`config.mk`:
```
export PLATFORM = sky130hd
export DESIGN_NAME = ic3x3_ctrl
export DESIGN_NICKNAME = d
export VERILOG_FILES = /design/src/rtl/ic3x3_pkg.sv /design/src/rtl/ic3x3_ctrl.sv
export SDC_FILE = /design/constraint.sdc
export NUM_CORES = 1
export LEC_CHECK = 0
export BUFFER_PORTS_ARGS = -buffer_cell sky130_fd_sc_hd__buf_2
export CAP_MARGIN = 20
export CORE_UTILIZATION = 40
export CTS_CLUSTER_SIZE = 14
export DETAILED_ROUTE_END_ITERATION = 16
export SYNTH_ARGS = -nofsm -noshare
export SYNTH_HDL_FRONTEND = slang
export SYNTH_SLANG_ARGS = --single-unit
```
`constraint.sdc`:
```
create_clock -name clk -period 8.72 [get_ports clk]
set_input_delay 0.872 -clock clk [delete_from_list [all_inputs] [get_ports clk]]
set_output_delay 0.872 -clock clk [all_outputs]
set_load 0.02 [all_outputs]
```
`src/rtl/ic3x3_pkg.sv`:
```
// Shared types, constants and arithmetic helpers of the 3x3 image convolution block.
`default_nettype none
package ic3x3_pkg;

  localparam int MAX_WIDTH   = 1024;
  localparam int COL_BITS    = $clog2(MAX_WIDTH);
  localparam int WID_BITS    = 11;
  localparam int HGT_BITS    = 13;
  localparam int ROW_BITS    = HGT_BITS + 1;
  localparam int PIXEL_BITS  = 8;
  localparam int COEF_BITS   = 16;
  localparam int CH_COUNT    = 3;
  localparam int PIX_W       = CH_COUNT * PIXEL_BITS;
  localparam int KROW_BITS   = 48;
  localparam int PROD_BITS   = PIXEL_BITS + COEF_BITS + 1;
  localparam int ROWSUM_BITS = PROD_BITS + 2;
  localparam int CHSUM_BITS  = ROWSUM_BITS + 2;
  localparam int TOT_BITS    = CHSUM_BITS + 2;
  localparam int SUM_BITS    = 29;
  localparam int CFG_IDX_BITS = 3;
  localparam int CFG_BITS    = 48;

  typedef enum logic [CFG_IDX_BITS-1:0] {
    CFG_K_TOP    = 3'd0,
    CFG_K_MIDDLE = 3'd1,
    CFG_K_BOTTOM = 3'd2,
    CFG_WIDTH    = 3'd3,
    CFG_HEIGHT   = 3'd4,
    CFG_CHANNELS = 3'd5,
    CFG_KEEP     = 3'd6
  } cfg_reg_e;

  typedef logic [PIX_W-1:0] pix_t;
  typedef pix_t [2:0] col3_t;
  typedef col3_t [2:0] win_t;
  typedef logic [2:0][KROW_BITS-1:0] kernel_t;
  typedef logic signed [SUM_BITS-1:0] sum_t;

  typedef struct packed {
    logic virt;
    logic at_edge;
    logic regf;
    logic last;
    logic top_clamp;
    logic left_clamp;
  } item_ctl_t;

  typedef struct packed {
    logic res;
    logic last;
  } tag_t;

  function automatic logic signed [PROD_BITS-1:0] mul_tap(
      logic [PIXEL_BITS-1:0] p, logic signed [COEF_BITS-1:0] t);
    logic signed [PROD_BITS-1:0] a;
    logic signed [PROD_BITS-1:0] b;
    a = PROD_BITS'($signed({1'b0, p}));
    b = PROD_BITS'(t);
    return a * b;
  endfunction

  function automatic sum_t sat_sum(logic signed [TOT_BITS-1:0] v);
    logic signed [TOT_BITS-1:0] hi;
    logic signed [TOT_BITS-1:0] lo;
    hi = {{(TOT_BITS-SUM_BITS+1){1'b0}}, {(SUM_BITS-1){1'b1}}};
    lo = ~hi;
    if (v > hi) return {1'b0, {(SUM_BITS-1){1'b1}}};
    else if (v < lo) return {1'b1, {(SUM_BITS-1){1'b0}}};
    else return v[SUM_BITS-1:0];
  endfunction

endpackage
`default_nettype wire

```
`src/rtl/ic3x3_ctrl.sv`:
```
// Raster position counters and per-transaction output decisions.
`default_nettype none
module ic3x3_ctrl (
  input  wire logic                            clk,
  input  wire logic                            rst,
  input  wire logic                            fire,
  input  wire logic                            op,
  input  wire logic [ic3x3_pkg::WID_BITS-1:0]  frame_width,
  input  wire logic [ic3x3_pkg::HGT_BITS-1:0]  frame_height,
  output ic3x3_pkg::item_ctl_t                 ctl,
  output logic                                 ignore,
  output logic      [ic3x3_pkg::COL_BITS-1:0]  rd_col
);
  import ic3x3_pkg::*;

  logic [COL_BITS-1:0] col, col_next;
  logic [ROW_BITS-1:0] row, row_next;
  logic [WID_BITS-1:0] w_eff;
  logic [HGT_BITS-1:0] h_eff;
  logic [ROW_BITS-1:0] h_ext, h1;
  logic                c_wrap, restart;
  logic [COL_BITS-1:0] c1, c_n;
  logic [ROW_BITS-1:0] r1, r_n, orow;
  logic [WID_BITS-1:0] ocol, c_inc;

  always_comb begin
    if (frame_width == '0) w_eff = WID_BITS'(1);
    else if (frame_width > WID_BITS'(MAX_WIDTH)) w_eff = WID_BITS'(MAX_WIDTH);
    else w_eff = frame_width;
    h_eff   = (frame_height == '0) ? HGT_BITS'(1) : frame_height;
    h_ext   = ROW_BITS'(h_eff);
    h1      = h_ext + ROW_BITS'(1);
    c_wrap  = {1'b0, col} >= w_eff;
    c1      = c_wrap ? '0 : col;
    r1      = c_wrap ? row + ROW_BITS'(1) : row;
    restart = (r1 > h1) || (r1 == h1 && c1 != '0);
    c_n     = restart ? '0 : c1;
    r_n     = restart ? '0 : r1;
    ignore  = (r_n < h_ext) && op;
    ctl.virt    = !(r_n < h_ext);
    ctl.at_edge = (c_n == '0) && (r_n >= ROW_BITS'(2));
    ctl.regf    = (c_n != '0) && (r_n != '0);
    orow = ctl.at_edge ? r_n - ROW_BITS'(2) : r_n - ROW_BITS'(1);
    ocol = ctl.at_edge ? w_eff - WID_BITS'(1) : {1'b0, c_n} - WID_BITS'(1);
    ctl.last = (ctl.at_edge || ctl.regf) && (orow == h_ext - ROW_BITS'(1))
               && (ocol == w_eff - WID_BITS'(1));
    ctl.top_clamp  = (orow == '0);
    ctl.left_clamp = (ocol == '0);
    rd_col = c_n;
    c_inc  = {1'b0, c_n} + WID_BITS'(1);
    if (ignore) begin
      col_next = c_n;
      row_next = r_n;
    end else if (ctl.last) begin
      col_next = '0;
      row_next = '0;
    end else if (c_inc >= w_eff) begin
      col_next = '0;
      row_next = r_n + ROW_BITS'(1);
    end else begin
      col_next = c_inc[COL_BITS-1:0];
      row_next = r_n;
    end
  end

  always_ff @(posedge clk) begin
    if (rst) begin
      col <= '0;
      row <= '0;
    end else if (fire) begin
      col <= col_next;
      row <= row_next;
    end
  end

`ifndef SYNTHESIS
  a_edge_excl: assert property (@(posedge clk) disable iff (rst)
    fire |-> !(ctl.at_edge && ctl.regf))
    else $error("edge and regular output selected together");
  a_last_restart: assert property (@(posedge clk) disable iff (rst)
    fire && !ignore && ctl.last |=> col == '0 && row == '0)
    else $error("frame did not restart after its last output");
  a_ignore_real_row: assert property (@(posedge clk) disable iff (rst)
    ignore |-> !ctl.virt)
    else $error("flush ignored inside the virtual tail row");
`endif

endmodule
`default_nettype wire

```
==> results of run 1 <==
-- cell families after synthesis --
group / share of synthesized area, %
flip-flops: 8.95
buffers and inverters: 5.97
AND/OR/NAND/NOR: 29.9
multiplexers: 1.40
AO/OA/AOI/OAI: 25.8
XOR/XNOR: 14.5
adder cells (fa/ha/maj): 13.5
-- metal layers --
layer | share of wire [%] | global-route usage (%)
met5 | 0 | 0
met4 | 4.2 | 11.5
met3 | 5.4 | 3.00
met2 | 49 | 50.1
met1 | 41 | 34.0
-- cell usage in the layout (no fill, tap or decap), types with 4 or more instances in the layout --
master / instances
and2_1: 6
a211oi_2: 4
nor4_2: 6
ha_1: 57
o21ai_0: 26
nand2_1: 92
a21o_1: 10
o211ai_1: 6
and3_1: 15
o21ai_2: 9
nor3_1: 22
nand3_1: 27
and4_1: 4
nor2b_1: 6
buf_4: 32
xnor2_2: 6
a211oi_1: 5
nand4_1: 15
o21ai_1: 7
nor4_1: 12
mux2i_1: 5
or2_2: 6
or3_1: 11
o221a_2: 4
a21oi_1: 42
xor2_1: 13
a32o_1: 4
nor2_1: 60
buf_2: 44
a31oi_1: 7
xnor2_1: 63
o21a_1: 6
inv_1: 49
dfxtp_1: 24
-- sequential cells by signal, summed over array words and instances, names as in the netlist --
name,cells
col,10
row,14
-- worst paths after layout --
kind | start | endpoint | slack [ns] | cells after the start
worst max-delay path | frame_width[3] | ctl[2] | 0.25 | 31
worst min-delay path | row[13] | row[13] | 0.52 | 2
worst max register to register | col[5] | row[13] | 1.30 | 33
worst min register to register | row[13] | row[13] | 0.52 | 2
-- report_power, final --
group          switching, mW  total (mW)  internal (mW)  leakage (nW)
Combinational          0.180       0.294          0.113          2.47
Sequential           0.00386       0.115          0.111         0.194
Clock                 0.0448       0.136         0.0915        0.0511
Total                  0.229       0.545          0.316          2.71
-- metrics by stage --
stage                     hold slack [ns]  std cells  power [mW]
after floorplan                     0.451        750       0.313
after global placement              0.495        967       0.394
after detailed placement            0.503        967       0.392
after CTS                           0.515        971       0.534
after global routing                0.526        976       0.578
final                               0.518        976       0.545
-- worst max-delay path: cells and delay by family --
| kind | cells | cell delay [ns] |
|---|---|---|
| buffers and inverters | 6 | 1.05 |
| AOI/OAI and AO/OA | 7 | 1.50 |
| adders and majority gates | 3 | 0.74 |
| xor gates and xnor gates | 1 | 0.21 |
| and+or+nand+nor | 14 | 3.20 |
-- layout make-up --
class | count | area [um2]
fill | 1315 | 6690
multi-input combinational | 648 | 4730
sequential | 24 | 480
timing repair buffer | 76 | 460
tap | 172 | 215
inverter | 52 | 195
clock buffer | 3 | 75.1
clock inverter | 1 | 30.0
-- timing repair --
| item | 4_1_cts | 5_1_grt |
|---|---|---|
| setup endpoints to repair | 1 | 22 |
| cloned | 0 | 1 |
| hold buffers | 0 | 0 |
| buffers inserted | 0 | 4 |
| pin swaps | 0 | 9 |
| resized for setup | 4 | 24 |
==> metrics.txt, run 1 <==
result of the run finished, final reports clean; Final HPWL DP ~16,000 um; synthesized area between 5000 and 6000 um2; Synth Net Count 836; final number of max-transition violations 0; Crit Path Class in2out; slack of the critical path 0.247 ns; H-tree levels 1; post-synth top area cell ha_1; Post-synth top cells nand2_1 (93), xnor2_1 (65), nor2_1 (60); slew of the pin with the lowest slew margin ~0.89 ns; fmax 0.118 GHz; most instantiated library cell after synthesis nand2_1; CP Launch Type input port; final hold vios 0; largest net degree at the start of global routing 20; ys flop type dfxtp_1; clk_lat worst skew roughly 0.27 ns; router iterations before antenna repair 5; Die Y approximately 120 um; post-synthesis register bit count 24; Slew headroom 40.3%; Total GRT Usage approximately 28%; fin util ~48%; final WL slightly below 20,000 um; total global routing overflow 0; share of cells above drive strength 1 between 10% and 20%; Placer Congestion roughly 0.96; IO buf count 44; worst slack, placed -0.0749 ns; Synth warnings 0; ANT cells 0; CP arrival between 7 and 8 ns; Netlist cell types 90; Max-Cap Viols 0; initial antenna violation count 0; post-synth top area share 13.5%; Cell Rows 41; CP max stage delay 0.44 ns; die area about 14,000 um2; Worst-path clk slew ~0.070 ns; # IOs 45; initial DRC count ~470; CTS sink cnt 24; HP Class reg2reg; TritonCTS clock tree yes; vias per cell about 6; clock buffer depth 2; drt drc 0; vias in the first global route about 5,700; Post-DRT Antenna Nets 0; fin crit period between 8 and 9 ns; Core ar. approximately 13,000 um2; synth top area cells ha_1 (14%), xnor2_1 (11%), dfxtp_1 (8.9%); vias post-DR 5,890; final setup vio count 0; design area 6190 um2; fin nets 891; worst-path fanout max 7; Clock Root Buffer clkbuf_16; RSZ-0062 raised after global routing true; required time worst endpoint between 7 and 8 ns; Starting Density 41.7%; Power Dens Cells between 80 and 90 nW/um2; Final Skew 0.00198 ns; crit share post-route 97.2%; worst IR drop on VDD about 0.067 mV; global-route wire length before repair slightly above 30,000 um; die outline width between 100 and 150 um; CP Capture Type output pin; Mapped Cells 750; Cell Area, Placed between 5000 and 6000 um2; setup TNS 0 ns; P_leak ~2.7 nW; Crit-path slowest cell a2111oi_4; total CTS buffers 3; EDFF count, synth 0; syn avg cell area 7.16 um2; sequential element share of the synthesized area under 10%; post-DR wirelength/cell 20.3 um; Post-synth ARST share 0%; area delta synth->final 15.2%
(Power assumes the default switching activity.)
==> inputs of run 2 (changes only) <==
Settings changed: ABC_AREA set to 1, GPL_ROUTABILITY_DRIVEN set to 0, SETUP_SLACK_MARGIN set to 0.2.
==> run 2 against run 1 <==
Maximum frequency up 8.7%. Die area is 11% higher. Non-clock buffer count decreased by 17. Highest routed layer unchanged. Critical endpoint unchanged.
==> metrics.txt, run 2 <==
result of the run finished, final reports clean (unchanged); clk_lat worst skew 0.26 ns (was 0.27 ns); Starting Density 41.0% (was 41.7%); hold_sp row[13] (unchanged); Clock Root Buffer clkbuf_16 (unchanged); Worst-path clk slew 0.06 ns (was 0.07 ns); CP Capture Type output pin (unchanged); final hold vios 0 (unchanged); Post-synth ARST share 0% (unchanged); Synth warnings 0 (unchanged); Post-synth top cells nand2_1 (294), inv_1 (150), nor2_1 (131) (was nand2_1 (93), xnor2_1 (65), nor2_1 (60)); clock buffer depth 2 (unchanged); fin nets 1,206 (was 891); required time worst endpoint 7.85 ns (about the same); Crit-path slowest cell ha_1 (was a2111oi_4); RSZ-0062 raised after global routing false (was true); IO buf count 44 (unchanged); post-DR wirelength/cell 15.3 um (was 20.3 um); number of flip-flops in the largest register 14 (unchanged); syn avg cell area 5.52 um2 (was 7.16 um2); commonest non-fill, non-tap cell in the layout nand2_1 (unchanged); met3 GRT Util 1.74% (was 3.00%); hold path depth 2 (unchanged); router iterations before antenna repair 5 (unchanged); Overall Power 1.25 mW (was 0.545 mW); fin util 45.3% (was 48.0%); share of cells above drive strength 1 11.2% (was 18.9%); Worst R2R Setup Slack 2.22 ns (was 1.30 ns); Crit Path Class in2out (unchanged); Power Dens Cells 190 nW/um2 (was 88.1 nW/um2); Mapped Cells 1,078 (was 750); Die Y 124 um (was 118 um); largest reg by FF count row (unchanged); H-tree levels 1 (unchanged); Core ar. 14,500 um2 (was 12,900 um2); vias post-DR 7,006 (was 5,890); vias in the first global route 6,134 (was 5,719); area delta synth->final 10.6% (was 15.2%); met2 Usage GRT 44.0% (was 50.1%); drt drc 0 (unchanged); EDFF count, synth 0 (unchanged); P_leak 3.59 nW (was 2.71 nW); setup TNS 0 ns (unchanged); fin crit period 7.80 ns (was 8.47 ns); most instantiated library cell after synthesis nand2_1 (unchanged); Worst Setup SP frame_width[4] (was frame_width[3]); post-synth top area share 18.5% (was 13.5%); Layout Cells excl Fill 1,303 (was 976); Max-Cap Viols 0 (unchanged); HP Class reg2reg (unchanged); R2R Path Start col[8] (was col[5]); synth top area cells nand2_1 (19%), ha_1 (12%), inv_1 (9.5%) (was ha_1 (14%), xnor2_1 (11%), dfxtp_1 (8.9%)); most used routing layer met2 (unchanged); post-synth top area cell nand2_1 (was ha_1); grt met1 use 37.2% (was 34.0%); CP max stage delay 0.30 ns (was 0.44 ns); total CTS buffers 3 (unchanged); CP arrival 6.93 ns (was 7.60 ns); worst-path fanout max 16 (was 7); die outline width 124 um (was 118 um); final WL 20,000 um (was 19,800 um); final setup vio count 0 (unchanged); largest net degree at the start of global routing 41 (was 20); post-synthesis register bit count 24 (unchanged); total global routing overflow 0 (unchanged); Netlist cell types 45 (was 90); CTS sink cnt 24 (unchanged); most frequent CP cell nand2_1; largest registers row: 14 flops, col: 10 flops (unchanged); TritonCTS clock tree yes (unchanged); Total GRT Usage 26.4% (was 28.1%); DP Cell Count 1,291 (was 967); fmax 0.128 GHz (was 0.118 GHz); Synth Net Count 1,164 (was 836); most frequent cells in the layout nand2_1 (293), inv_1 (149), nor2_1 (126) (was nand2_1 (92), xnor2_1 (63), nor2_1 (60)); ys flop type dfxtp_1 (unchanged); crit share post-route 89.4% (was 97.2%); Register-to-Register Path Depth 38 (was 33); Critical R2R Capture row[2] (was row[13]); CP Launch Type input port (unchanged); Min Hold Slack 0.498 ns (was 0.518 ns); slew of the pin with the lowest slew margin 0.599 ns (was 0.892 ns); Hold EP row[13] (unchanged); initial DRC count 519 (was 468); vias per cell 5.38 (was 6.03); final number of max-transition violations 0 (unchanged); sequential element share of the synthesized area 8.07% (was 8.95%); worst IR drop on VDD 0.0793 mV (was 0.0665 mV); global-route wire length before repair 31,600 um (was 30,800 um); synthesized area 5950 um2 (was 5370 um2); initial antenna violation count 0 (unchanged); ANT cells 0 (unchanged); Final HPWL DP 16,600 um (was 16,300 um); die area 15,400 um2 (was 13,900 um2); Slew headroom 59.6% (was 40.3%); # IOs 45 (unchanged); Cell Rows 44 (was 41); Post-DRT Antenna Nets 0 (unchanged); Final Skew 0.00478 ns (was 0.00198 ns)
[run 2: cell types whose count changed after synthesis, sizes merged, moves of 41 or more]
cell	delta
nand2	+212
inv	+113
nor2	+78
xnor2	-65
nand3	+61
xor2	+41
[run 2: cell type report]
cell class	count	area [um2]
Tap cell	184	230
Inverter	166	626
Clock inverter	1	30.0
Clock buffer	3	75.1
Sequential cell	24	480
Multi-Input combinational cell	866	4810
Timing Repair Buffer	59	337
Fill cell	1642	7950
[run 2: how the worst max path moves through the flow]
stage / endpoint / slack, ns / cells after the start
final: ctl[2] / 0.92 / 45
after global placement: row[2] / 0.29 / 46
after detailed placement: row[2] / 0.27 / 46
after global routing: ctl[2] / 0.18 / 46
after floorplan: ctl[0] / 1.38 / 42
after CTS: ctl[2] / 0.43 / 43
[run 2: logic make-up after synthesis]
group | Yosys count | synth area share (%)
flip-flops | 24 | 8.07
adder cells (fa/ha/maj) | 58 | 12.2
buffers and inverters | 189 | 13.0
AO/OA/AOI/OAI | 149 | 13.8
AND/OR/NAND/NOR | 599 | 44.3
XOR/XNOR | 59 | 8.68
[run 2: metrics by stage]
stage	area, um2	worst slack, ns
floorplan	5950	1.38
global placement	6320	0.288
detailed placement	6320	0.271
CTS	6420	0.426
global route	6590	0.184
finish	6590	0.922
[run 2: worst max-delay path, delay by kind of cell]
family        cells  cell delay, ns
simple gates     29            3.54
buf+inv          11            1.08
fa+ha+maj         3            0.84
xor+xnor          2            0.55
[run 2: repair_timing]
item                       CTS  global route
setup buffers                0             7
hold buffers                 0             0
setup endpoints to repair    0            28
gates resized for setup      0            20
[run 2: layer usage]
layer | vias to the layer above | routed length (um)
met5 | - | 0
met4 | 0 | 384
met3 | 28 | 1210
met2 | 248 | 8890
met1 | 3164 | 9510
li1 | 3566 | -
[run 2: report_power, final]
part | total [mW] | internal, mW | switching (mW) | leakage, nW
sequential | 0.132 | 0.119 | 0.0137 | 0.197
clock | 0.130 | 0.0912 | 0.0390 | 0.0511
combinational | 0.991 | 0.311 | 0.680 | 3.34
